File: config.mk
export PLATFORM = sky130hd
export DESIGN_NAME = tilt_angle_to_bcd_leds_top
export DESIGN_NICKNAME = d
export VERILOG_FILES = /design/src/hdl/tabd_pkg.sv /design/src/hdl/tabd_div.sv /design/src/hdl/tabd_map.sv /design/src/hdl/tilt_angle_to_bcd_leds_top.sv
export SDC_FILE = /design/constraint.sdc
export NUM_CORES = 1
export LEC_CHECK = 0
export BUFFER_PORTS_ARGS = -buffer_cell sky130_fd_sc_hd__buf_4
export CAP_MARGIN = 0
export CORE_AREA = 2 2 167 136
export CTS_CLUSTER_SIZE = 30
export DETAILED_ROUTE_END_ITERATION = 10
export DIE_AREA = 0 0 169 138
export GPL_ROUTABILITY_DRIVEN = 0
export PLACE_DENSITY = 0.83
export SYNTH_ARGS = -nofsm -noshare
export SYNTH_HDL_FRONTEND = slang
export SYNTH_SLANG_ARGS = --single-unit
export TNS_END_PERCENT = 50
File: constraint.sdc
create_clock -name clk -period 6.4 [get_ports clk]
set_clock_uncertainty 0.2 [all_clocks]
set_input_delay 0.64 -clock clk [delete_from_list [all_inputs] [get_ports clk]]
set_output_delay 0.64 -clock clk [all_outputs]
set_load 0.02 [all_outputs]
File: src/hdl/tabd_pkg.sv
// Shared constants, codes and transaction structs for the tilt angle LED driver.
package tabd_pkg;

  localparam int SAMPLE_BITS = 10;
  localparam int ANGLE_W = 16;
  localparam int OFS_W = 9;
  // divider operand widths: numerator is a sample difference times 90, at least a full angle
  localparam int DIV_N = (SAMPLE_BITS + 7 > ANGLE_W + 1) ? SAMPLE_BITS + 7 : ANGLE_W + 1;
  localparam int DIV_D = SAMPLE_BITS;
  localparam int CNT_W = $clog2(DIV_N + 1);

  // item kinds
  localparam logic [1:0] FUNC_SAMPLE = 2'd0;
  localparam logic [1:0] FUNC_ENABLE = 2'd1;
  localparam logic [1:0] FUNC_MODE   = 2'd2;

  // configuration register indexes
  localparam logic CFG_Y_ZERO = 1'b0;
  localparam logic CFG_Y_FULL = 1'b1;

  localparam logic [SAMPLE_BITS-1:0] Y_ZERO_RST = SAMPLE_BITS'(504);
  localparam logic [SAMPLE_BITS-1:0] Y_FULL_RST = SAMPLE_BITS'(606);

  localparam logic [DIV_D-1:0] DIGIT_BASE = DIV_D'(10);

  // x mode quadrant windows, inclusive bounds
  localparam logic [15:0] X_511 = 16'd511;
  localparam logic [15:0] X_618 = 16'd618;
  localparam logic [15:0] X_520 = 16'd520;
  localparam logic [15:0] X_411 = 16'd411;
  localparam logic [15:0] Z_522 = 16'd522;
  localparam logic [15:0] Z_620 = 16'd620;
  localparam logic [15:0] Z_418 = 16'd418;
  localparam logic [15:0] Z_518 = 16'd518;

  localparam logic [DIV_D-1:0] W0_DEN = DIV_D'(107);
  localparam logic [DIV_D-1:0] W1_DEN = DIV_D'(98);
  localparam logic [DIV_D-1:0] W2_DEN = DIV_D'(109);
  localparam logic [DIV_D-1:0] W3_DEN = DIV_D'(100);

  localparam logic [OFS_W-1:0] W0_OFS = OFS_W'(0);
  localparam logic [OFS_W-1:0] W1_OFS = OFS_W'(90);
  localparam logic [OFS_W-1:0] W2_OFS = OFS_W'(180);
  localparam logic [OFS_W-1:0] W3_OFS = OFS_W'(270);

  typedef struct packed {
    logic             start;
    logic [DIV_N-1:0] dividend;
    logic [DIV_D-1:0] divisor;
  } div_req_t;

  typedef struct packed {
    logic             done;
    logic [DIV_N-1:0] quot;
    logic [DIV_D-1:0] rem;
  } div_rsp_t;

  typedef struct packed {
    logic                   use_div;
    logic                   hold_last;
    logic [SAMPLE_BITS-1:0] num;
    logic [DIV_D-1:0]       den;
    logic [OFS_W-1:0]       offset;
  } map_t;

endpackage

File: src/hdl/tabd_div.sv
// Shared restoring divider, one quotient bit per cycle.
module tabd_div (
  input  logic                clk,
  input  logic                rst,
  input  tabd_pkg::div_req_t  req,
  output tabd_pkg::div_rsp_t  rsp
);

  logic                           busy;
  logic                           done;
  logic [tabd_pkg::CNT_W-1:0]     cnt;
  logic [tabd_pkg::DIV_N-1:0]     quot;
  logic [tabd_pkg::DIV_D-1:0]     rem;
  logic [tabd_pkg::DIV_D-1:0]     den;
  logic [tabd_pkg::DIV_D:0]       rem_sh;
  logic [tabd_pkg::DIV_D:0]       rem_sub;
  logic                           fits;

  always_comb begin
    rem_sh  = {rem, quot[tabd_pkg::DIV_N-1]};
    rem_sub = rem_sh - {1'b0, den};
    fits    = (rem_sh >= {1'b0, den});
  end

  always_ff @(posedge clk) begin
    if (rst) begin
      busy <= 1'b0;
      done <= 1'b0;
      cnt  <= '0;
    end else begin
      done <= 1'b0;
      if (req.start) begin
        busy <= 1'b1;
        cnt  <= tabd_pkg::CNT_W'(tabd_pkg::DIV_N);
        quot <= req.dividend;
        rem  <= '0;
        den  <= req.divisor;
      end else if (busy) begin
        quot <= {quot[tabd_pkg::DIV_N-2:0], fits};
        // partial remainder stays below the divisor, so the top bit drops
        rem  <= fits ? rem_sub[tabd_pkg::DIV_D-1:0] : rem_sh[tabd_pkg::DIV_D-1:0];
        cnt  <= cnt - tabd_pkg::CNT_W'(1);
        if (cnt == tabd_pkg::CNT_W'(1)) begin
          busy <= 1'b0;
          done <= 1'b1;
        end
      end
    end
  end

  assign rsp.done = done;
  assign rsp.quot = quot;
  assign rsp.rem  = rem;

endmodule

File: src/hdl/tabd_map.sv
// Window select and linear map setup: numerator, divisor and offset for one sample.
module tabd_map (
  input  logic [tabd_pkg::SAMPLE_BITS-1:0] x_sample,
  input  logic [tabd_pkg::SAMPLE_BITS-1:0] z_sample,
  input  logic [tabd_pkg::SAMPLE_BITS-1:0] y_sample,
  input  logic [tabd_pkg::SAMPLE_BITS-1:0] y_zero,
  input  logic [tabd_pkg::SAMPLE_BITS-1:0] y_full,
  input  logic                             y_mode,
  output tabd_pkg::map_t                   map
);

  logic [15:0]                      xw;
  logic [15:0]                      zw;
  logic [tabd_pkg::SAMPLE_BITS-1:0] y_dist;
  logic [tabd_pkg::SAMPLE_BITS-1:0] span;
  logic                             win0, win1, win2, win3;

  always_comb begin
    xw = 16'(x_sample);
    zw = 16'(z_sample);
    y_dist = (y_sample >= y_zero) ? y_sample - y_zero : y_zero - y_sample;
    span   = (y_full >= y_zero) ? y_full - y_zero : y_zero - y_full;

    win0 = (xw >= tabd_pkg::X_511) && (xw <= tabd_pkg::X_618) &&
           (zw >= tabd_pkg::Z_522) && (zw <= tabd_pkg::Z_620);
    win1 = (xw >= tabd_pkg::X_520) && (xw <= tabd_pkg::X_618) &&
           (zw >= tabd_pkg::Z_418) && (zw <= tabd_pkg::Z_522);
    win2 = (xw >= tabd_pkg::X_411) && (xw <= tabd_pkg::X_520) &&
           (zw >= tabd_pkg::Z_418) && (zw <= tabd_pkg::Z_518);
    win3 = (xw >= tabd_pkg::X_411) && (xw <= tabd_pkg::X_511) &&
           (zw >= tabd_pkg::Z_518) && (zw <= tabd_pkg::Z_620);

    map = '0;
    if (y_mode) begin
      // zero span leaves everything clear: angle 0
      if (span != '0) begin
        map.use_div = 1'b1;
        map.num     = y_dist;
        map.den     = tabd_pkg::DIV_D'(span);
      end
    end else begin
      priority if (win0) begin
        map.use_div = 1'b1;
        map.num     = tabd_pkg::SAMPLE_BITS'(xw - tabd_pkg::X_511);
        map.den     = tabd_pkg::W0_DEN;
        map.offset  = tabd_pkg::W0_OFS;
      end else if (win1) begin
        map.use_div = 1'b1;
        map.num     = tabd_pkg::SAMPLE_BITS'(tabd_pkg::X_618 - xw);
        map.den     = tabd_pkg::W1_DEN;
        map.offset  = tabd_pkg::W1_OFS;
      end else if (win2) begin
        map.use_div = 1'b1;
        map.num     = tabd_pkg::SAMPLE_BITS'(tabd_pkg::X_520 - xw);
        map.den     = tabd_pkg::W2_DEN;
        map.offset  = tabd_pkg::W2_OFS;
      end else if (win3) begin
        map.use_div = 1'b1;
        map.num     = tabd_pkg::SAMPLE_BITS'(xw - tabd_pkg::X_411);
        map.den     = tabd_pkg::W3_DEN;
        map.offset  = tabd_pkg::W3_OFS;
      end else begin
        map.hold_last = 1'b1;
      end
    end
  end

endmodule

File: src/hdl/tilt_angle_to_bcd_leds_top.sv
// Top level: item sequencer, flags, LED patterns and output register around the shared divider.
//
//  channel | direction | handshake             | payload
//  --------+-----------+-----------------------+------------------------------------------
//  in      | input     | in_valid / in_ready   | func, x_sample, z_sample, y_sample
//  out     | output    | out_valid / out_ready | angle, angle_valid, link_enabled, y_mode,
//          |           |                       | ones_leds, tens_leds, hundreds_leds
//  cfg     | input     | cfg_valid / cfg_ready | cfg_index, cfg_data
//
// A button transaction or a disabled sample goes from accept through the setup and output states.
// An enabled sample takes one divider pass for the angle, then two passes by ten for the digits,
// all on the one shared divider; a sample that keeps the last x angle or meets a zero span skips
// the angle pass.
// in_ready is high only while idle; a finished result sits in the output register, so the
// next transaction is taken while it waits, and only the hand-off waits on out_ready.
// Reset is synchronous; configuration writes are always accepted.
module tilt_angle_to_bcd_leds_top (
  input  logic                             clk,
  input  logic                             rst,
  input  logic                             in_valid,
  output logic                             in_ready,
  input  logic [1:0]                       func,
  input  logic [tabd_pkg::SAMPLE_BITS-1:0] x_sample,
  input  logic [tabd_pkg::SAMPLE_BITS-1:0] z_sample,
  input  logic [tabd_pkg::SAMPLE_BITS-1:0] y_sample,
  output logic                             out_valid,
  input  logic                             out_ready,
  output logic [15:0]                      angle,
  output logic                             angle_valid,
  output logic                             link_enabled,
  output logic                             y_mode,
  output logic [4:0]                       ones_leds,
  output logic [3:0]                       tens_leds,
  output logic [3:0]                       hundreds_leds,
  input  logic                             cfg_valid,
  output logic                             cfg_ready,
  input  logic                             cfg_index,
  input  logic [tabd_pkg::SAMPLE_BITS-1:0] cfg_data
);

  typedef enum logic [2:0] {
    ST_IDLE,
    ST_SETUP,
    ST_ANGLE,
    ST_ONES,
    ST_TENS,
    ST_OUT
  } state_t;

  state_t                            state;
  logic [1:0]                        func_q;
  logic [tabd_pkg::SAMPLE_BITS-1:0]  x_q, z_q, y_q;
  logic [tabd_pkg::SAMPLE_BITS-1:0]  y_zero, y_full;
  logic                              enable_flag;
  logic                              mode_flag;
  logic [tabd_pkg::ANGLE_W-1:0]      last_x_angle;
  logic [4:0]                        ones_pattern;
  logic [3:0]                        tens_pattern;
  logic [3:0]                        hundreds_pattern;
  logic [tabd_pkg::ANGLE_W-1:0]      angle_r;
  logic                              valid_r;
  logic [tabd_pkg::OFS_W-1:0]        ofs_r;
  logic [3:0]                        ones_dig;

  tabd_pkg::map_t                    map;
  tabd_pkg::div_req_t                div_req;
  tabd_pkg::div_rsp_t                div_rsp;
  logic [tabd_pkg::DIV_N-1:0]        num_ext;
  logic [tabd_pkg::DIV_N-1:0]        num_x90;
  logic [tabd_pkg::ANGLE_W-1:0]      setup_angle;
  logic [tabd_pkg::ANGLE_W-1:0]      div_angle;
  logic                              sample_go;

  tabd_map u_map (
    .x_sample (x_q),
    .z_sample (z_q),
    .y_sample (y_q),
    .y_zero   (y_zero),
    .y_full   (y_full),
    .y_mode   (mode_flag),
    .map      (map)
  );

  tabd_div u_div (
    .clk (clk),
    .rst (rst),
    .req (div_req),
    .rsp (div_rsp)
  );

  assign in_ready  = (state == ST_IDLE);
  assign cfg_ready = 1'b1;

  always_comb begin
    num_ext     = tabd_pkg::DIV_N'(map.num);
    // times 90 as shifts and adds
    num_x90     = (num_ext << 6) + (num_ext << 4) + (num_ext << 3) + (num_ext << 1);
    setup_angle = map.hold_last ? last_x_angle : '0;
    div_angle   = tabd_pkg::ANGLE_W'(ofs_r) + div_rsp.quot[tabd_pkg::ANGLE_W-1:0];
    sample_go   = (func_q == tabd_pkg::FUNC_SAMPLE) && enable_flag;

    div_req = '0;
    unique case (state)
      ST_SETUP: begin
        div_req.start = sample_go;
        if (map.use_div) begin
          div_req.dividend = num_x90;
          div_req.divisor  = map.den;
        end else begin
          div_req.dividend = tabd_pkg::DIV_N'(setup_angle);
          div_req.divisor  = tabd_pkg::DIGIT_BASE;
        end
      end
      ST_ANGLE: begin
        div_req.start    = div_rsp.done;
        div_req.dividend = tabd_pkg::DIV_N'(div_angle);
        div_req.divisor  = tabd_pkg::DIGIT_BASE;
      end
      ST_ONES: begin
        // angle / 100 is (angle / 10) / 10
        div_req.start    = div_rsp.done;
        div_req.dividend = div_rsp.quot;
        div_req.divisor  = tabd_pkg::DIGIT_BASE;
      end
      ST_IDLE, ST_TENS, ST_OUT: begin
        div_req = '0;
      end
      default: begin
        div_req = '0;
      end
    endcase
  end

  always_ff @(posedge clk) begin
    if (rst) begin
      state            <= ST_IDLE;
      out_valid        <= 1'b0;
      enable_flag      <= 1'b0;
      mode_flag        <= 1'b0;
      last_x_angle     <= '0;
      ones_pattern     <= '0;
      tens_pattern     <= '0;
      hundreds_pattern <= '0;
      y_zero           <= tabd_pkg::Y_ZERO_RST;
      y_full           <= tabd_pkg::Y_FULL_RST;
    end else begin
      if (cfg_valid) begin
        unique case (cfg_index)
          tabd_pkg::CFG_Y_ZERO: y_zero <= cfg_data;
          tabd_pkg::CFG_Y_FULL: y_full <= cfg_data;
          default:              y_zero <= y_zero;
        endcase
      end

      if (out_valid && out_ready) begin
        out_valid <= 1'b0;
      end

      unique case (state)
        ST_IDLE: begin
          if (in_valid) begin
            func_q <= func;
            x_q    <= x_sample;
            z_q    <= z_sample;
            y_q    <= y_sample;
            state  <= ST_SETUP;
          end
        end
        ST_SETUP: begin
          valid_r <= 1'b0;
          angle_r <= '0;
          state   <= ST_OUT;
          unique case (func_q)
            tabd_pkg::FUNC_ENABLE: enable_flag <= ~enable_flag;
            tabd_pkg::FUNC_MODE:   mode_flag   <= ~mode_flag;
            tabd_pkg::FUNC_SAMPLE: begin
              if (enable_flag) begin
                valid_r <= 1'b1;
                if (map.use_div) begin
                  ofs_r <= map.offset;
                  state <= ST_ANGLE;
                end else begin
                  angle_r <= setup_angle;
                  state   <= ST_ONES;
                end
              end else begin
                ones_pattern <= '0;
                tens_pattern <= '0;
              end
            end
            default: valid_r <= 1'b0;
          endcase
        end
        ST_ANGLE: begin
          if (div_rsp.done) begin
            angle_r <= div_angle;
            if (!mode_flag) begin
              last_x_angle <= div_angle;
            end
            state <= ST_ONES;
          end
        end
        ST_ONES: begin
          if (div_rsp.done) begin
            ones_dig <= div_rsp.rem[3:0];
            state    <= ST_TENS;
          end
        end
        ST_TENS: begin
          if (div_rsp.done) begin
            ones_pattern <= {ones_dig[0], ones_dig[1], ones_dig[2], ones_dig[3], 1'b0};
            tens_pattern <= div_rsp.rem[3:0];
            // hundreds above 3 leave the pattern alone
            if (div_rsp.quot <= tabd_pkg::DIV_N'(3)) begin
              hundreds_pattern <= {div_rsp.quot[1:0], 2'b00};
            end
            state <= ST_OUT;
          end
        end
        ST_OUT: begin
          if (!out_valid || out_ready) begin
            out_valid     <= 1'b1;
            angle         <= angle_r;
            angle_valid   <= valid_r;
            link_enabled  <= enable_flag;
            y_mode        <= mode_flag;
            ones_leds     <= ones_pattern;
            tens_leds     <= tens_pattern;
            hundreds_leds <= hundreds_pattern;
            state         <= ST_IDLE;
          end
        end
        default: state <= ST_IDLE;
      endcase
    end
  end

endmodule

-- Yosys cells after proc, flatten, opt, wreduce, memory -nomap -nowiden
Cells that the tools add are included.
- output and inout bits: 35
- register bits after elaboration: 189
- magnitude comparators: 16
- add/sub/neg operators: 14
- equality and inequality tests: 16
- bitwise logic cells: 5
- reductions and logical operators: 44
- muxes and demuxes: 58
- operators by type and width (kind ; count):
    $mux W29 ; 4
    $pmux W28 S3 ; 1
    $mux W16 ; 5
    $le A10 B10 Y1 const B ; 5
    $sub A10 B10 Y10 ; 5
    $mux W10 ; 4
    $mux W20 ; 2
    $mux W17 ; 2
    $pmux W16 S2 ; 1
    $ge A10 B10 Y1 const B ; 3
    $ge A10 B9 Y1 const B ; 3
    $mux W27 ; 1
    $mux W5 ; 5
    $mux W3 ; 7
    $reduce_and A3 Y1 ; 7
    $ge A10 B10 Y1 ; 2
    $mux W1 ; 20
    $sub A10 B10 Y10 const A ; 2
    $sub A10 B9 Y10 const B ; 2
    $pmux W3 S6 ; 1
    $add A16 B14 Y17 ; 1
    $add A17 B11 Y17 ; 1
    $add A17 B13 Y17 ; 1
    $le A17 B2 Y1 const B ; 1
    29 further kinds ; 67

-- Longest topological paths before layout
Gate-level depths: netlist (run 1).
- depth in word-level cells: 16
- gate-level depth with buffers: 29
- depth with buffers taken out: 28

-- By module
A second synthesis (run 1) with hierarchy kept.
- cells, all modules: 1283
- area total of the unflattened synthesis: 12441.9 um^2
- by module, submodules not included (module ; times used ; cells each ; area an instance (um^2)):
    tilt_angle_to_bcd_leds_top ; 1 ; 659 ; 7150.6
    tabd_map ; 1 ; 421 ; 2854.0
    tabd_div ; 1 ; 203 ; 2437.3

-- Worst setup path after synthesis (run 1)
OpenSTA, ideal clock, no wires.
- path type: register to register
- from: register y_full[1] in the netlist's numbering
- to: register u_div.quot[15] in the netlist's numbering, data pin
- cell stages (with the launch flop): 26
- setup time: 0.275 ns
- data arrival time: 5.808 ns
- period minus slack after synthesis: 6.283 ns
- setup slack: 0.117 ns
- path through: dfxtp_1 inv_1 ha_1 nor2b_1 o31a_1 o41a_1 and3_4 a2111oi_2 nand4_2 o41a_1 buf_6 a21o_1 inv_1 fa_1 fa_1 fa_1 nor2b_1 o21ai_0 a21boi_0 o21ai_0 a211oi_1 o21ai_0 nand2b_1 xnor2_1 xnor2_1 o221ai_1
- cells in the longest elaborated chain, start to end: 11
- RTL lines (item ; line ; text):
    start, declared ; tilt_angle_to_bcd_leds_top.sv:53 ; logic [tabd_pkg::SAMPLE_BITS-1:0] y_zero, y_full;
    start signal, assigned ; tilt_angle_to_bcd_leds_top.sv:145 ; y_full <= tabd_pkg::Y_FULL_RST;
    start signal, assigned ; tilt_angle_to_bcd_leds_top.sv:150 ; tabd_pkg::CFG_Y_FULL: y_full <= cfg_data;
    $sub A10 B10 Y10 / $ge A10 B10 Y1 (equally long branches) ; tabd_map.sv:22 ; span = (y_full >= y_zero) ? y_full - y_zero : y_zero - y_full;
    $mux W10 (*) ; tabd_map.sv:22 ;
    $reduce_bool A10 Y1 (*) ; tabd_map.sv:36 ; if (span != '0) begin
    $mux W20 ; tabd_map.sv:36 ;
    $mux W20 ; tabd_map.sv:34 ; if (y_mode) begin
    $add A16 B14 Y17 ; tilt_angle_to_bcd_leds_top.sv:97 ; num_x90 = (num_ext << 6) + (num_ext << 4) + (num_ext << 3) + (num_ext << 1);
    $add A17 B13 Y17 ; tilt_angle_to_bcd_leds_top.sv:97 ;
    $add A17 B11 Y17 ; tilt_angle_to_bcd_leds_top.sv:97 ;
    $mux W27 (*) ; tilt_angle_to_bcd_leds_top.sv:106 ; if (map.use_div) begin
    $pmux W28 S3 (*) ; tilt_angle_to_bcd_leds_top.sv:103 ; unique case (state)
    $mux W17 (*) ; tabd_div.sv:32 ; if (req.start) begin
    end signal, assigned ; tabd_div.sv:35 ; quot <= req.dividend;
    end signal, assigned ; tabd_div.sv:39 ; quot <= {quot[tabd_pkg::DIV_N-2:0], fits};
    end, declared ; tabd_div.sv:12 ; logic [tabd_pkg::DIV_N-1:0] quot;
Mark *: on every way between the ends. The rest lies on a longest branch, timed or not.
A chain may end at the register's enable or synchronous reset.

-- Worst setup path after layout (run 1)
- from: register y_full[0] in the netlist's numbering
- to: register u_div.quot[13] in the netlist's numbering, data pin
Same word-level chain as after synthesis.

==> flow_summary.html, run 1 <==
<table>
<tr><th>Metric</th><th>Value</th></tr>
<tr><th colspan="2">Die</th></tr>
<tr><td>Effective utilization at floorplan</td><td>0.5450</td></tr>
<tr><td>Die Span Y</td><td>138 microns</td></tr>
<tr><td>Total core area</td><td>21950 sq um</td></tr>
<tr><td>Die X</td><td>169 microns</td></tr>
<tr><td>Top-Level Pins</td><td>83</td></tr>
<tr><td>Die Outline Area</td><td>23320 sq um</td></tr>
<tr><td>Count of standard-cell rows</td><td>49</td></tr>
<tr><th colspan="2">Routing</th></tr>
<tr><td>Remaining antenna violation count</td><td>0</td></tr>
<tr><td>Via-per-instance ratio</td><td>6.225</td></tr>
<tr><td>Final routed DRC violation total</td><td>0</td></tr>
<tr><td>Post-DR wirelength/cell</td><td>18.68 microns</td></tr>
<tr><td>Number of optimization iterations in the first detailed-route pass</td><td>6</td></tr>
<tr><td>1st-iter DRT viols</td><td>1260</td></tr>
<tr><td>Detailed-route wire length</td><td>30950 microns</td></tr>
<tr><td>Via count of the routed design</td><td>10310</td></tr>
<tr><th colspan="2">Timing</th></tr>
<tr><td>Worst slew margin</td><td>0.1184</td></tr>
<tr><td>Final hold violation count</td><td>0</td></tr>
<tr><td>Final number of max-transition violations</td><td>0</td></tr>
<tr><td>Smallest setup slack after layout</td><td>0.03861 ns</td></tr>
<tr><td>Pin slew with the least headroom to its limit</td><td>1.317 ns</td></tr>
<tr><td>Top achievable clock speed</td><td>157.2 MHz</td></tr>
<tr><td>Total negative slack for setup checks</td><td>0 ns</td></tr>
<tr><td>Final Critical Period</td><td>6.361 ns</td></tr>
<tr><td>Worst hold margin</td><td>0.1609 ns</td></tr>
<tr><td>Setup violation total in the final timing report</td><td>0</td></tr>
<tr><td>Final critical-path share of the clock period</td><td>0.9940</td></tr>
<tr><th colspan="2">Worst hold path</th></tr>
<tr><td>End point of the worst hold path</td><td>y_q[6]</td></tr>
<tr><td>Path category of the worst min-delay check</td><td>input pin to register</td></tr>
<tr><td>Hold Startpoint</td><td>y_sample[6]</td></tr>
<tr><td>Worst Hold Path Cells</td><td>1</td></tr>
<tr><th colspan="2">Worst setup path</th></tr>
<tr><td>Critical path start-end classification</td><td>register to register</td></tr>
<tr><td>Flop-to-flop setup slack</td><td>0.04 ns</td></tr>
<tr><td>Critical path required time</td><td>6.37 ns</td></tr>
<tr><td>Slowest stage cell, crit path</td><td>sky130_fd_sc_hd__o41a_1</td></tr>
<tr><td>Buffer and inverter count on the worst path</td><td>4</td></tr>
<tr><td>Beginning of the worst register-to-register path</td><td>y_full[0]</td></tr>
<tr><td>Highest fanout seen on the critical path</td><td>6</td></tr>
<tr><td>Critical R2R Capture</td><td>u_div.quot[13]</td></tr>
<tr><td>Peak per-stage delay on the critical path</td><td>0.58 ns</td></tr>
<tr><td>Data arrival, critical path</td><td>6.33 ns</td></tr>
<tr><td>Crit path max-delay family</td><td>compound AO/OA/AOI/OAI gates</td></tr>
<tr><td>Crit end category</td><td>register</td></tr>
<tr><td>Startpoint types</td><td>register</td></tr>
<tr><td>Cells on worst reg2reg path</td><td>27</td></tr>
<tr><th colspan="2">Power and ir drop</th></tr>
<tr><td>Total power</td><td>3.651 mW</td></tr>
<tr><td>Worst voltage drop across the vdd grid</td><td>0.1727 mV</td></tr>
<tr><td>Leakage power summed over all cells</td><td>5.792 nW</td></tr>
<tr><td>Power Dens Cells</td><td>258.9 nW/um^2</td></tr>
<tr><th colspan="2">CTS</th></tr>
<tr><td>Clock latency on the worst-skew pair</td><td>0.45 ns</td></tr>
<tr><td>CTS H-tree lvls</td><td>4</td></tr>
<tr><td>TritonCTS Buffers</td><td>17</td></tr>
<tr><td>Clock Sinks</td><td>184</td></tr>
<tr><td>CTS tree</td><td>yes</td></tr>
<tr><td>CTS Root Cell</td><td>sky130_fd_sc_hd__clkbuf_16</td></tr>
<tr><td># hold bufs at CTS</td><td>0</td></tr>
<tr><td>Post-CTS clock slew at the launch and capture registers of the worst setup and hold paths</td><td>0.08 ns</td></tr>
<tr><td>Max clock buf depth</td><td>2</td></tr>
<tr><th colspan="2">Synth</th></tr>
<tr><td>Fraction of registers with async set or reset after synthesis</td><td>0</td></tr>
<tr><td>FF+latch count, synth</td><td>184</td></tr>
<tr><td>Average cell area after synthesis</td><td>9.516 sq um</td></tr>
<tr><td>Number of synthesis warnings</td><td>0</td></tr>
<tr><td>EDFF count, synth</td><td>125</td></tr>
<tr><td>Commonest cells post-synth</td><td>sky130_fd_sc_hd__edfxtp_1 (125), sky130_fd_sc_hd__nor2_1 (124), sky130_fd_sc_hd__nand2_1 (103), sky130_fd_sc_hd__inv_1 (99), sky130_fd_sc_hd__a21oi_1 (93)</td></tr>
<tr><td>Post-synthesis cell count</td><td>1257</td></tr>
<tr><td>Portion of the post-synthesis area used by sequential elements</td><td>0.4126</td></tr>
<tr><td>Portion of synthesized cell area occupied by the leading cell type</td><td>0.3138</td></tr>
<tr><td>Synthesized area</td><td>11960 sq um</td></tr>
<tr><td>Yosys top cell by area</td><td>sky130_fd_sc_hd__edfxtp_1</td></tr>
<tr><td>Top cells by area in the synthesized netlist</td><td>sky130_fd_sc_hd__edfxtp_1 (31%), sky130_fd_sc_hd__dfxtp_1 (9.9%), sky130_fd_sc_hd__ha_1 (8.5%)</td></tr>
<tr><td>Most common cell in the synthesized netlist</td><td>sky130_fd_sc_hd__edfxtp_1</td></tr>
<tr><td>Predominant post-synthesis flop cell</td><td>sky130_fd_sc_hd__edfxtp_1</td></tr>
<tr><td>Synth cell types</td><td>88</td></tr>
<tr><th colspan="2">Cells and area</th></tr>
<tr><td>Fraction of layout instances using a drive strength above 1</td><td>0.1990</td></tr>
<tr><td>Layout Area Growth over Synthesis</td><td>17.88%</td></tr>
<tr><td>Non-filler cells in the finished layout</td><td>1657</td></tr>
<tr><td>Fin nets</td><td>1512</td></tr>
<tr><td>Antenna cells</td><td>0</td></tr>
<tr><td>Filler Cells Inserted</td><td>1682</td></tr>
<tr><th colspan="2">Placement</th></tr>
<tr><td>Place WS</td><td>-0.1714 ns</td></tr>
<tr><td>Count of buffers from port buffering</td><td>78</td></tr>
<tr><td>Dpl hpwl</td><td>21810 microns</td></tr>
<tr><td>Placed Cells incl. Taps</td><td>1613</td></tr>
<tr><th colspan="2">Global route</th></tr>
<tr><td>Initial antenna violation count</td><td>0</td></tr>
<tr><td>Aggregate global-route resource usage</td><td>0.2519</td></tr>
<tr><td>Total global routing overflow</td><td>0</td></tr>
<tr><td>First-pass GRT wire length</td><td>47600 microns</td></tr>
<tr><td>Number of global-route vias before repair</td><td>9389</td></tr>
<tr><td>Largest net degree at the start of global routing</td><td>67</td></tr>
<tr><th colspan="2">Job</th></tr>
<tr><td>Max-cap violations</td><td>0</td></tr>
<tr><th colspan="2">Run status</th></tr>
<tr><td>Run status</td><td>finished, final reports clean</td></tr>
</table>
[power by group]
part / switching (mW) / total [mW] / internal [mW]
Combinational: 0.688 / 1.14 / 0.448
Clock: 0.551 / 1.09 / 0.536
Sequential: 0.0652 / 1.43 / 1.36
[worst max path at each step]
stage	slack, ns	to	depth (start not counted)	start
floorplan	0.12	u_div.quot[15]	25	y_full[1]
global placement	0.16	u_div.quot[15]	25	y_full[0]
detailed placement	-0.17	u_div.quot[15]	26	y_full[0]
CTS	0.01	u_div.quot[15]	25	y_full[1]
global route	-0.13	u_div.quot[15]	27	y_zero[0]
finish	0.04	u_div.quot[13]	27	y_full[0]
[timing repair]
| item | CTS | global route |
|---|---|---|
| resized for setup | 8 | 71 |
| pin swaps | 3 | 28 |
| endpoints found under the setup margin | 5 | 8 |
| setup buffers | 1 | 11 |
[cell type report]
type / instances / area (sq um) / share of cell area
Inverter: 99 / 371.6 / 0.02636
Clock buffer: 17 / 425.4 / 0.03017
Sequential cell: 184 / 4945 / 0.3507
Multi-Input combinational cell: 913 / 6681 / 0.4739
Clock inverter: 15 / 191.4 / 0.01358
Timing Repair Buffer: 149 / 1135 / 0.08049
Tap cell: 280 / 350.3 / 0.02485
[per-stage QoR]
stage / util / cell area (sq um)
after floorplan: - / 11970
after global placement: 0.5956 / 13070
after detailed placement: 0.5956 / 13070
after CTS: 0.6252 / 13720
after global routing: 0.6424 / 14100
final: 0.6424 / 14100
[layer usage]
layer | GRT usage | share of wire
met1 | 0.3560 | 0.42
met2 | 0.3943 | 0.46
met4 | 0.06838 | 0.020
met3 | 0.05554 | 0.10
met5 | 0 | 0
[kinds of logic after synthesis]
| family | synth area share |
|---|---|
| adders and majority gates | 0.1165 |
| and+or+nand+nor | 0.1590 |
| DFF | 0.4126 |
| other | 0.0006278 |
| xor gates and xnor gates | 0.03588 |
| buffers and inverters | 0.05628 |
| muxes | 0.01642 |
| AOI/OAI and AO/OA | 0.2027 |
[registers in the layout, indices dropped and copies added (netlist names), 2 cells and up]
register and cells:
u_div.quot 17, angle 16, angle_r 16, last_x_angle 16, u_div.den 10, u_div.rem 10, x_q 10, y_full 10
y_q 10, y_zero 10, z_q 10, ofs_r 6, u_div.cnt 5, ones_dig 4, ones_leds 4, ones_pattern 4
tens_leds 4, tens_pattern 4, state 3, func_q 2, hundreds_leds 2, hundreds_pattern 2
[cell usage in the layout (no fill, tap or decap), types with 33 or more instances in the layout]
cell                         n
sky130_fd_sc_hd__o21ai_0    45
sky130_fd_sc_hd__nand3_1    33
sky130_fd_sc_hd__ha_1       72
sky130_fd_sc_hd__edfxtp_1  125
sky130_fd_sc_hd__inv_1      96
sky130_fd_sc_hd__nand2_1   102
sky130_fd_sc_hd__a21oi_1    87
sky130_fd_sc_hd__nor2_1    124
sky130_fd_sc_hd__buf_4     147
sky130_fd_sc_hd__dfxtp_1    51
Note: power is estimated with default switching activity, not from simulation.
==> run 2, diff against run 1 <==
- CORE_AREA: 2 2 167 136 -> 2 2 170 139
- DIE_AREA: 0 0 169 138 -> 0 0 172 141
- SYNTH_HIERARCHICAL: unset -> 1
==> flow_summary.html, run 2 <==
<table>
<tr><th>Metric</th><th>Value</th></tr>
<tr><th colspan="2">Run status</th></tr>
<tr><td>Run status</td><td>finished, final reports clean</td></tr>
<tr><th colspan="2">Synth</th></tr>
<tr><td>Top cells by area in the synthesized netlist</td><td>sky130_fd_sc_hd__edfxtp_1 (31%), sky130_fd_sc_hd__dfxtp_1 (9.5%), sky130_fd_sc_hd__ha_1 (8.0%)</td></tr>
<tr><td>Yosys top cell by area</td><td>sky130_fd_sc_hd__edfxtp_1</td></tr>
<tr><td>Post-synthesis cell count</td><td>1283 (+2.1%)</td></tr>
<tr><td>Number of synthesis warnings</td><td>6 (+6)</td></tr>
<tr><td>Average cell area after synthesis</td><td>9.698 sq um (+1.9%)</td></tr>
<tr><td>Portion of synthesized cell area occupied by the leading cell type</td><td>0.3089 (-0.004878)</td></tr>
<tr><td>Predominant post-synthesis flop cell</td><td>sky130_fd_sc_hd__edfxtp_1</td></tr>
<tr><td>Synthesized area</td><td>12440 sq um (+4.0%)</td></tr>
<tr><td>FF+latch count, synth</td><td>187 (+1.6%)</td></tr>
<tr><td>Commonest cells post-synth</td><td>sky130_fd_sc_hd__edfxtp_1 (128), sky130_fd_sc_hd__nand2_1 (122), sky130_fd_sc_hd__inv_1 (95), sky130_fd_sc_hd__nor2_1 (88), sky130_fd_sc_hd__a21oi_1 (86)</td></tr>
<tr><td>Most common cell in the synthesized netlist</td><td>sky130_fd_sc_hd__edfxtp_1</td></tr>
<tr><td>Fraction of registers with async set or reset after synthesis</td><td>0 (unchanged)</td></tr>
<tr><td>Synth cell types</td><td>99 (+13%)</td></tr>
<tr><td>Portion of the post-synthesis area used by sequential elements</td><td>0.4039 (-0.008691)</td></tr>
<tr><td>EDFF count, synth</td><td>128 (+2.4%)</td></tr>
<tr><th colspan="2">CTS</th></tr>
<tr><td>Post-CTS clock slew at the launch and capture registers of the worst setup and hold paths</td><td>0.08 ns (about the same)</td></tr>
<tr><td>Clock Sinks</td><td>187 (+1.6%)</td></tr>
<tr><td>Max clock buf depth</td><td>2 (unchanged)</td></tr>
<tr><td>Clock latency on the worst-skew pair</td><td>0.45 ns (about the same)</td></tr>
<tr><td>CTS H-tree lvls</td><td>4 (unchanged)</td></tr>
<tr><td># hold bufs at CTS</td><td>0 (unchanged)</td></tr>
<tr><td>TritonCTS Buffers</td><td>17 (unchanged)</td></tr>
<tr><td>CTS tree</td><td>yes</td></tr>
<tr><td>CTS Root Cell</td><td>sky130_fd_sc_hd__clkbuf_16</td></tr>
<tr><th colspan="2">Global route</th></tr>
<tr><td>Number of global-route vias before repair</td><td>9821 (+4.6%)</td></tr>
<tr><td>Initial antenna violation count</td><td>0 (unchanged)</td></tr>
<tr><td>Aggregate global-route resource usage</td><td>0.2595 (+0.007635)</td></tr>
<tr><td>Largest net degree at the start of global routing</td><td>71 (+6.0%)</td></tr>
<tr><td>First-pass GRT wire length</td><td>49590 microns (+4.2%)</td></tr>
<tr><td>Total global routing overflow</td><td>0 (unchanged)</td></tr>
<tr><th colspan="2">Worst setup path</th></tr>
<tr><td>Crit end category</td><td>register</td></tr>
<tr><td>Critical path start-end classification</td><td>register to register</td></tr>
<tr><td>Highest fanout seen on the critical path</td><td>5 (-1)</td></tr>
<tr><td>Critical R2R Capture</td><td>u_div/quot[12]</td></tr>
<tr><td>Beginning of the worst register-to-register path</td><td>y_q[0]</td></tr>
<tr><td>Crit. Startpoint</td><td>y_q[0]</td></tr>
<tr><td>CP dominant cell by count</td><td>sky130_fd_sc_hd__a21oi_2</td></tr>
<tr><td>Worst Setup EP</td><td>u_div/quot[12]</td></tr>
<tr><td>Peak per-stage delay on the critical path</td><td>0.51 ns (-0.07 ns)</td></tr>
<tr><td>Total number of cells along the worst setup path</td><td>28 (+3.7%)</td></tr>
<tr><td>Startpoint types</td><td>register</td></tr>
<tr><td>Buffer and inverter count on the worst path</td><td>7 (+3)</td></tr>
<tr><td>Critical path required time</td><td>6.41 ns (+0.04 ns)</td></tr>
<tr><td>Flop-to-flop setup slack</td><td>0.09 ns (+0.05 ns)</td></tr>
<tr><td>Slowest stage cell, crit path</td><td>sky130_fd_sc_hd__fa_1</td></tr>
<tr><td>Data arrival, critical path</td><td>6.32 ns (about the same)</td></tr>
<tr><td>Cells on worst reg2reg path</td><td>28 (+3.7%)</td></tr>
<tr><td>Crit path max-delay family</td><td>compound AO/OA/AOI/OAI gates</td></tr>
<tr><th colspan="2">Routing</th></tr>
<tr><td>Via-per-instance ratio</td><td>6.163 (-0.99%)</td></tr>
<tr><td>Post-DR wirelength/cell</td><td>18.59 microns (-0.49%)</td></tr>
<tr><td>Via count of the routed design</td><td>10560 (+2.4%)</td></tr>
<tr><td>Final routed DRC violation total</td><td>0 (unchanged)</td></tr>
<tr><td>Remaining antenna violation count</td><td>0 (unchanged)</td></tr>
<tr><td>Number of optimization iterations in the first detailed-route pass</td><td>5 (-1)</td></tr>
<tr><td>1st-iter DRT viols</td><td>1514 (+20%)</td></tr>
<tr><td>Detailed-route wire length</td><td>31860 microns (+2.9%)</td></tr>
<tr><th colspan="2">Die</th></tr>
<tr><td>Die Span Y</td><td>141 microns (+2.2%)</td></tr>
<tr><td>Top-Level Pins</td><td>83 (unchanged)</td></tr>
<tr><td>Die X</td><td>172 microns (+1.8%)</td></tr>
<tr><td>Effective utilization at floorplan</td><td>0.5464 (+0.001396)</td></tr>
<tr><td>Count of standard-cell rows</td><td>50 (+2.0%)</td></tr>
<tr><td>Die Outline Area</td><td>24250 sq um (+4.0%)</td></tr>
<tr><td>Total core area</td><td>22770 sq um (+3.8%)</td></tr>
<tr><th colspan="2">Power and ir drop</th></tr>
<tr><td>Worst voltage drop across the vdd grid</td><td>0.1513 mV (-12%)</td></tr>
<tr><td>Total power</td><td>3.323 mW (-9.0%)</td></tr>
<tr><td>Power Dens Cells</td><td>227.6 nW/um^2 (-12%)</td></tr>
<tr><td>Leakage power summed over all cells</td><td>5.843 nW (+0.89%)</td></tr>
<tr><th colspan="2">Timing</th></tr>
<tr><td>Worst slew margin</td><td>0.1680 (+0.04955)</td></tr>
<tr><td>Smallest setup slack after layout</td><td>0.09053 ns (+0.05192 ns)</td></tr>
<tr><td>Final hold violation count</td><td>0 (unchanged)</td></tr>
<tr><td>Final number of max-transition violations</td><td>0 (unchanged)</td></tr>
<tr><td>Final Critical Period</td><td>6.309 ns (-0.05192 ns)</td></tr>
<tr><td>Top achievable clock speed</td><td>158.5 MHz (+0.82%)</td></tr>
<tr><td>Pin slew with the least headroom to its limit</td><td>1.243 ns (-0.07405 ns)</td></tr>
<tr><td>Setup violation total in the final timing report</td><td>0 (unchanged)</td></tr>
<tr><td>Final critical-path share of the clock period</td><td>0.9859 (-0.008113)</td></tr>
<tr><th colspan="2">Cells and area</th></tr>
<tr><td>Layout Area Growth over Synthesis</td><td>17.33%</td></tr>
<tr><td>Commonest cells after routing, fill and taps aside</td><td>sky130_fd_sc_hd__buf_4 (148), sky130_fd_sc_hd__edfxtp_1 (128), sky130_fd_sc_hd__nand2_1 (122), sky130_fd_sc_hd__inv_1 (87), sky130_fd_sc_hd__nor2_1 (86)</td></tr>
<tr><td>Fin nets</td><td>1538 (+1.7%)</td></tr>
<tr><td>Final core utilization</td><td>0.6410 (-0.001357)</td></tr>
<tr><td>Filler Cells Inserted</td><td>1769 (+5.2%)</td></tr>
<tr><td>Antenna cells</td><td>0 (unchanged)</td></tr>
<tr><td>Fraction of layout instances using a drive strength above 1</td><td>0.2175 (+0.01856)</td></tr>
<tr><td>Max FFs per register</td><td>17 (unchanged)</td></tr>
<tr><td>Most common cell after layout, fill and taps aside</td><td>sky130_fd_sc_hd__buf_4</td></tr>
<tr><td>Most flops, register</td><td>u_div/quot</td></tr>
<tr><td>Non-filler cells in the finished layout</td><td>1714 (+3.4%)</td></tr>
<tr><th colspan="2">Job</th></tr>
<tr><td>Max-cap violations</td><td>0 (unchanged)</td></tr>
<tr><th colspan="2">Placement</th></tr>
<tr><td>Placed Cells incl. Taps</td><td>1665 (+3.2%)</td></tr>
<tr><td>Place WS</td><td>-0.2002 ns (-0.02881 ns)</td></tr>
<tr><td>Dpl hpwl</td><td>22740 microns (+4.3%)</td></tr>
<tr><td>Count of buffers from port buffering</td><td>78 (unchanged)</td></tr>
<tr><th colspan="2">Worst hold path</th></tr>
<tr><td>Path category of the worst min-delay check</td><td>input pin to register</td></tr>
</table>
## run 2: cell types whose count changed after synthesis, moves of 7 or more
cell / previous run / this run
sky130_fd_sc_hd__a21oi_1: 93 / 86
sky130_fd_sc_hd__and3_1: 14 / 23
sky130_fd_sc_hd__a21o_1: 26 / 15
sky130_fd_sc_hd__clkbuf_1: 40 / 30
sky130_fd_sc_hd__a31oi_1: 17 / 10
sky130_fd_sc_hd__nand2_1: 103 / 122
sky130_fd_sc_hd__nor2b_1: 15 / 22
sky130_fd_sc_hd__a211oi_1: 14 / 23
sky130_fd_sc_hd__nand3b_1: 2 / 11
sky130_fd_sc_hd__a22oi_1: 2 / 9
sky130_fd_sc_hd__mux2_2: 5 / 20
sky130_fd_sc_hd__nor2_1: 124 / 88
## run 2: cell families (layout without fill, tap and decap cells)
group / count (synthesis) / in the layout / synth area share
DFF: 187 / 187 / 0.4039
other: 3 / 5 / 0.0009050
muxes: 42 / 42 / 0.03661
adders and majority gates: 101 / 101 / 0.1142
and+or+nand+nor: 404 / 404 / 0.1668
AOI/OAI and AO/OA: 342 / 342 / 0.1905
buffers and inverters: 161 / 278 / 0.05682
xor gates and xnor gates: 43 / 43 / 0.03027
## run 2: where the power goes
part | switching [mW] | internal [mW] | leakage, nW | total [mW]
clock | 0.531 | 0.577 | 0.305 | 1.11
combinational | 0.491 | 0.359 | 3.87 | 0.850
sequential | 0.0331 | 1.33 | 1.67 | 1.36
## run 2: per-layer routing
metal / up-vias / GRT usage / part of all wire
met4: 0 / 0.08403 / 0.028
met1: 4934 / 0.3556 / 0.41
met2: 658 / 0.4134 / 0.46
met5: - / 0 / 0
met3: 94 / 0.05334 / 0.097
li1: 4877 / - / -
## run 2: worst min path at each step
stage                 from         to  slack [ns]  cells past startpoint
2_1_floorplan   angle_r[0]   angle[0]        0.20                      0
3_3_place_gp    angle_r[6]   angle[6]        0.20                      0
3_5_place_dp   angle_r[10]  angle[10]        0.20                      0
4_1_cts        y_sample[8]     y_q[8]        0.15                      1
5_1_grt            func[0]  func_q[0]        0.15                      1
6_report       y_sample[8]     y_q[8]        0.16                      1
## run 2: per-stage QoR
stage	hold slack, ns	instance area, sq um	TNS (ns)
after floorplan	0.2003	12450	0
after global placement	0.2008	13500	0
after detailed placement	0.2045	13500	-0.9948
after CTS	0.1546	14230	-0.004844
after global routing	0.1515	14600	-0.2737
final	0.1648	14600	0
## run 2: layout make-up
cell class              count  area [sq um]  area share
clock buffers              18         439.2     0.03008
inverters                  96         360.3     0.02468
clock inverters            14         183.9     0.01260
flip-flops and latches    187          5029      0.3445
well taps                 312         390.4     0.02674
repair buffers            150          1142     0.07825
multi-input cells         937          7053      0.4832
## run 2: timing repair
item	4_1_cts	5_1_grt
setup buffers	3	14
endpoints found under the hold margin	0	0
pin swaps	3	28
setup endpoints to repair	8	10
resized for setup	20	67
==> run 3, diff against run 2 <==
--- a/config.mk
+++ b/config.mk
@@ -13,5 +13,6 @@
 export DIE_AREA = 0 0 172 141
 export GPL_ROUTABILITY_DRIVEN = 0
-export PLACE_DENSITY = 0.83
+export PLACE_DENSITY_LB_ADDON = 0.08
+export RECOVER_POWER = 25
 export SYNTH_ARGS = -nofsm -noshare
 export SYNTH_HDL_FRONTEND = slang
==> constraint.sdc (replaced) <==
create_clock -name clk -period 6.4 [get_ports clk]
set_clock_uncertainty 0.2 [all_clocks]
set_input_delay 0.96 -clock clk [delete_from_list [all_inputs] [get_ports clk]]
set_output_delay 0.96 -clock clk [all_outputs]
set_load 0.02 [all_outputs]
==> flow_summary.html, run 3 (same netlist as run 2, synthesis figures left out) <==
<table>
<tr><th>Metric</th><th>Value</th></tr>
<tr><th colspan="2">Timing</th></tr>
<tr><td>Setup violation total in the final timing report</td><td>0 (unchanged)</td></tr>
<tr><td>Final hold violation count</td><td>0 (unchanged)</td></tr>
<tr><td>Pin slew with the least headroom to its limit</td><td>3.346 ns (+2.103 ns)</td></tr>
<tr><td>Final critical-path share of the clock period</td><td>0.9774 (-0.008410)</td></tr>
<tr><td>Top achievable clock speed</td><td>159.9 MHz (+0.86%)</td></tr>
<tr><td>Total negative slack for setup checks</td><td>0 ns (unchanged)</td></tr>
<tr><td>Final Critical Period</td><td>6.256 ns (-0.05382 ns)</td></tr>
<tr><td>Final number of max-transition violations</td><td>71 (+71)</td></tr>
<tr><td>Worst slew margin</td><td>-1.231 (-1.399)</td></tr>
<tr><th colspan="2">Worst hold path</th></tr>
<tr><td>Path category of the worst min-delay check</td><td>register to register</td></tr>
<tr><td>Worst Hold Path Cells</td><td>0 (-1)</td></tr>
<tr><td>Hold Startpoint</td><td>angle_r[12]</td></tr>
<tr><td>End point of the worst hold path</td><td>angle[12]</td></tr>
<tr><th colspan="2">Power and ir drop</th></tr>
<tr><td>Worst voltage drop across the vdd grid</td><td>0.1701 mV (+12%)</td></tr>
<tr><td>Leakage power summed over all cells</td><td>5.939 nW (+1.6%)</td></tr>
<tr><td>Power Dens Cells</td><td>224.0 nW/um^2 (-1.6%)</td></tr>
<tr><th colspan="2">Cells and area</th></tr>
<tr><td>Commonest cells after routing, fill and taps aside</td><td>sky130_fd_sc_hd__buf_4 (142), sky130_fd_sc_hd__edfxtp_1 (128), sky130_fd_sc_hd__nand2_1 (121), sky130_fd_sc_hd__inv_1 (88), sky130_fd_sc_hd__nor2_1 (86)</td></tr>
<tr><td>Max FFs per register</td><td>17 (unchanged)</td></tr>
<tr><td>Layout Cell Area excl Fill</td><td>14690 sq um (+0.64%)</td></tr>
<tr><td>Fin nets</td><td>1564 (+1.7%)</td></tr>
<tr><td>Antenna cells</td><td>0 (unchanged)</td></tr>
<tr><td>Fraction of layout instances using a drive strength above 1</td><td>0.2227 (+0.005143)</td></tr>
<tr><td>Layout Area Growth over Synthesis</td><td>18.08%</td></tr>
<tr><td>Most flops, register</td><td>u_div/quot</td></tr>
<tr><td>Most common cell after layout, fill and taps aside</td><td>sky130_fd_sc_hd__buf_4</td></tr>
<tr><th colspan="2">Routing</th></tr>
<tr><td>Met1 layer wirelength in the final routing</td><td>14560 microns (+10%)</td></tr>
<tr><td>Final routed DRC violation total</td><td>0 (unchanged)</td></tr>
<tr><td>Remaining antenna violation count</td><td>0 (unchanged)</td></tr>
<tr><td>Detailed-route wire length</td><td>30660 microns (-3.7%)</td></tr>
<tr><td>Met3 wirelength from detailed routing</td><td>2031 microns (-35%)</td></tr>
<tr><td>Number of optimization iterations in the first detailed-route pass</td><td>7 (+2)</td></tr>
<tr><td>Via-per-instance ratio</td><td>5.836 (-5.3%)</td></tr>
<tr><td>Met2 Routed Length</td><td>13350 microns (-8.9%)</td></tr>
<tr><td>Highest signal layer in the routed design</td><td>met4</td></tr>
<tr><td>Via count of the routed design</td><td>10160 (-3.9%)</td></tr>
<tr><td>1st-iter DRT viols</td><td>1041 (-31%)</td></tr>
<tr><td>Post-DR wirelength/cell</td><td>17.62 microns (-5.2%)</td></tr>
<tr><th colspan="2">Worst setup path</th></tr>
<tr><td>Startpoint types</td><td>register</td></tr>
<tr><td>Buffer and inverter count on the worst path</td><td>4 (-3)</td></tr>
<tr><td>Critical path required time</td><td>6.41 ns (about the same)</td></tr>
<tr><td>Critical path start-end classification</td><td>register to register</td></tr>
<tr><td>Peak per-stage delay on the critical path</td><td>0.60 ns (+0.09 ns)</td></tr>
<tr><td>Highest fanout seen on the critical path</td><td>5 (unchanged)</td></tr>
<tr><td>CP dominant cell by count</td><td>sky130_fd_sc_hd__o21ai_0</td></tr>
<tr><td>Total number of cells along the worst setup path</td><td>24 (-14%)</td></tr>
<tr><td>Critical path cell sequence</td><td>inv_2, ha_1, nor2b_1, o21ai_0, nand2_1, a31oi_2, a221o_1, nand3_1, or4_4, o21ai_0, a21oi_1, inv_2, fa_1, fa_1, inv_1, ha_1, buf_4, a21oi_2, o22ai_2, o21a_1, o21ai_0, a21oi_1, a211o_1, mux2_2</td></tr>
<tr><td>Slowest stage cell, crit path</td><td>sky130_fd_sc_hd__or4_4</td></tr>
<tr><td>Beginning of the worst register-to-register path</td><td>y_zero[1]</td></tr>
<tr><td>Critical R2R Capture</td><td>u_div/quot[12]</td></tr>
<tr><td>Flop-to-flop setup slack</td><td>0.14 ns (+0.05 ns)</td></tr>
<tr><td>Data arrival, critical path</td><td>6.26 ns (-0.06 ns)</td></tr>
<tr><td>Crit end category</td><td>register</td></tr>
<tr><td>Crit path max-delay family</td><td>compound AO/OA/AOI/OAI gates</td></tr>
<tr><td>Cells on worst reg2reg path</td><td>24 (-14%)</td></tr>
<tr><th colspan="2">Global route</th></tr>
<tr><td>First-pass GRT wire length</td><td>49270 microns (-0.65%)</td></tr>
<tr><td>Aggregate global-route resource usage</td><td>0.2577 (-0.001883)</td></tr>
<tr><td>Largest net degree at the start of global routing</td><td>71 (unchanged)</td></tr>
<tr><td>Number of global-route vias before repair</td><td>9449 (-3.8%)</td></tr>
<tr><td>Initial antenna violation count</td><td>0 (unchanged)</td></tr>
<tr><td>Total global routing overflow</td><td>0 (unchanged)</td></tr>
<tr><th colspan="2">Die</th></tr>
<tr><td>Die X</td><td>172 microns (unchanged)</td></tr>
<tr><td>Die Span Y</td><td>141 microns (unchanged)</td></tr>
<tr><td>Effective utilization at floorplan</td><td>0.5464 (unchanged)</td></tr>
<tr><td>Top-Level Pins</td><td>83 (unchanged)</td></tr>
<tr><td>Count of standard-cell rows</td><td>50 (unchanged)</td></tr>
<tr><td>Die Outline Area</td><td>24250 sq um (unchanged)</td></tr>
<tr><td>Total core area</td><td>22770 sq um (unchanged)</td></tr>
<tr><th colspan="2">CTS</th></tr>
<tr><td>CTS H-tree lvls</td><td>4 (unchanged)</td></tr>
<tr><td>Max clock buf depth</td><td>2 (unchanged)</td></tr>
<tr><td>CTS tree</td><td>yes</td></tr>
<tr><td>Clock latency on the worst-skew pair</td><td>0.45 ns (about the same)</td></tr>
<tr><td>CTS Root Cell</td><td>sky130_fd_sc_hd__clkbuf_16</td></tr>
<tr><td>Post-CTS clock slew at the launch and capture registers of the worst setup and hold paths</td><td>0.08 ns (about the same)</td></tr>
<tr><td>TritonCTS Buffers</td><td>17 (unchanged)</td></tr>
<tr><td>Clock Sinks</td><td>187 (unchanged)</td></tr>
<tr><th colspan="2">Run status</th></tr>
<tr><td>Violated checks</td><td>max-capacitance violations, max-slew violations</td></tr>
<tr><td>Run status</td><td>finished with violations</td></tr>
<tr><th colspan="2">Placement</th></tr>
<tr><td>Count of buffers from port buffering</td><td>78 (unchanged)</td></tr>
<tr><td>Dpl hpwl</td><td>22610 microns (-0.58%)</td></tr>
<tr><td>Dpl cell area</td><td>13740 sq um (+1.7%)</td></tr>
<tr><th colspan="2">Job</th></tr>
<tr><td>Max-cap violations</td><td>1 (+1)</td></tr>
</table>
[run 3: cell types whose count changed in the layout (fill, tap and decap cells not counted), sizes merged]
cell    previous run  this run
clkinv             5         7
clkbuf            18        50
buf              150       142
o41a               1         2
bufinv             1         0
[run 3: where the power goes]
part	leakage (nW)	internal, mW	total, mW	switching, mW
sequential	1.67	1.33	1.36	0.0323
clock	0.297	0.535	1.09	0.559
combinational	3.97	0.371	0.834	0.463
total	5.94	2.24	3.29	1.05
[run 3: worst register-to-register path: cells and delay by family, from the launching register on]
family / cells / cell delay [ns]
buffers and inverters: 4 / 0.45
AOI/OAI and AO/OA: 11 / 2.03
muxes: 1 / 0.26
adders and majority gates: 4 / 1.63
DFF: 1 / 0.44
and+or+nand+nor: 4 / 1.03
[run 3: layout make-up]
| type | count | area (sq um) |
|---|---|---|
| Fill cell | 1844 | 8080 |
| Multi-Input combinational cell | 938 | 6990 |
| Sequential cell | 187 | 5030 |
| Timing Repair Buffer | 175 | 1310 |
| Clock buffer | 17 | 425.4 |
| Tap cell | 312 | 390.4 |
| Inverter | 96 | 360.3 |
| Clock inverter | 15 | 185.2 |
[run 3: timing repair]
action,CTS,global route
hold buffers,0,0
cloned,0,1
resized for setup,2,64
pin swaps,1,24
endpoints found under the setup margin,3,10
setup buffers,1,10
endpoints found under the hold margin,0,0
[run 3: routing by layer]
metal / vias to the layer above / global-route usage
met5: - / 0
met1: 4768 / 0.3803
met2: 396 / 0.3891
li1: 4929 / -
met4: 0 / 0.07828
met3: 62 / 0.04155
[run 3: worst max-delay path by stage]
stage | from | end
2_1_floorplan | y_zero[1] | u_div/quot[9]
3_3_place_gp | y_zero[7] | u_div/quot[15]
3_5_place_dp | y_q[0] | u_div/quot[15]
4_1_cts | y_q[0] | u_div/quot[15]
5_1_grt | y_zero[1] | u_div/quot[12]
6_report | y_zero[1] | u_div/quot[12]
[run 3: per-stage QoR]
stage          utilization  setup slack (ns)  cells  hold WS, ns  total power [mW]
2_1_floorplan            -            0.2513   1285       0.2003             1.874
3_3_place_gp        0.6032           0.06004   1696       0.2010             2.127
3_5_place_dp        0.6032          -0.02581   1696       0.2045             2.134
4_1_cts             0.6308          0.005185   1729       0.2138             3.235
5_1_grt             0.6452          -0.03608   1740       0.2213             3.449
6_report            0.6452            0.1444   1740       0.2099             3.292
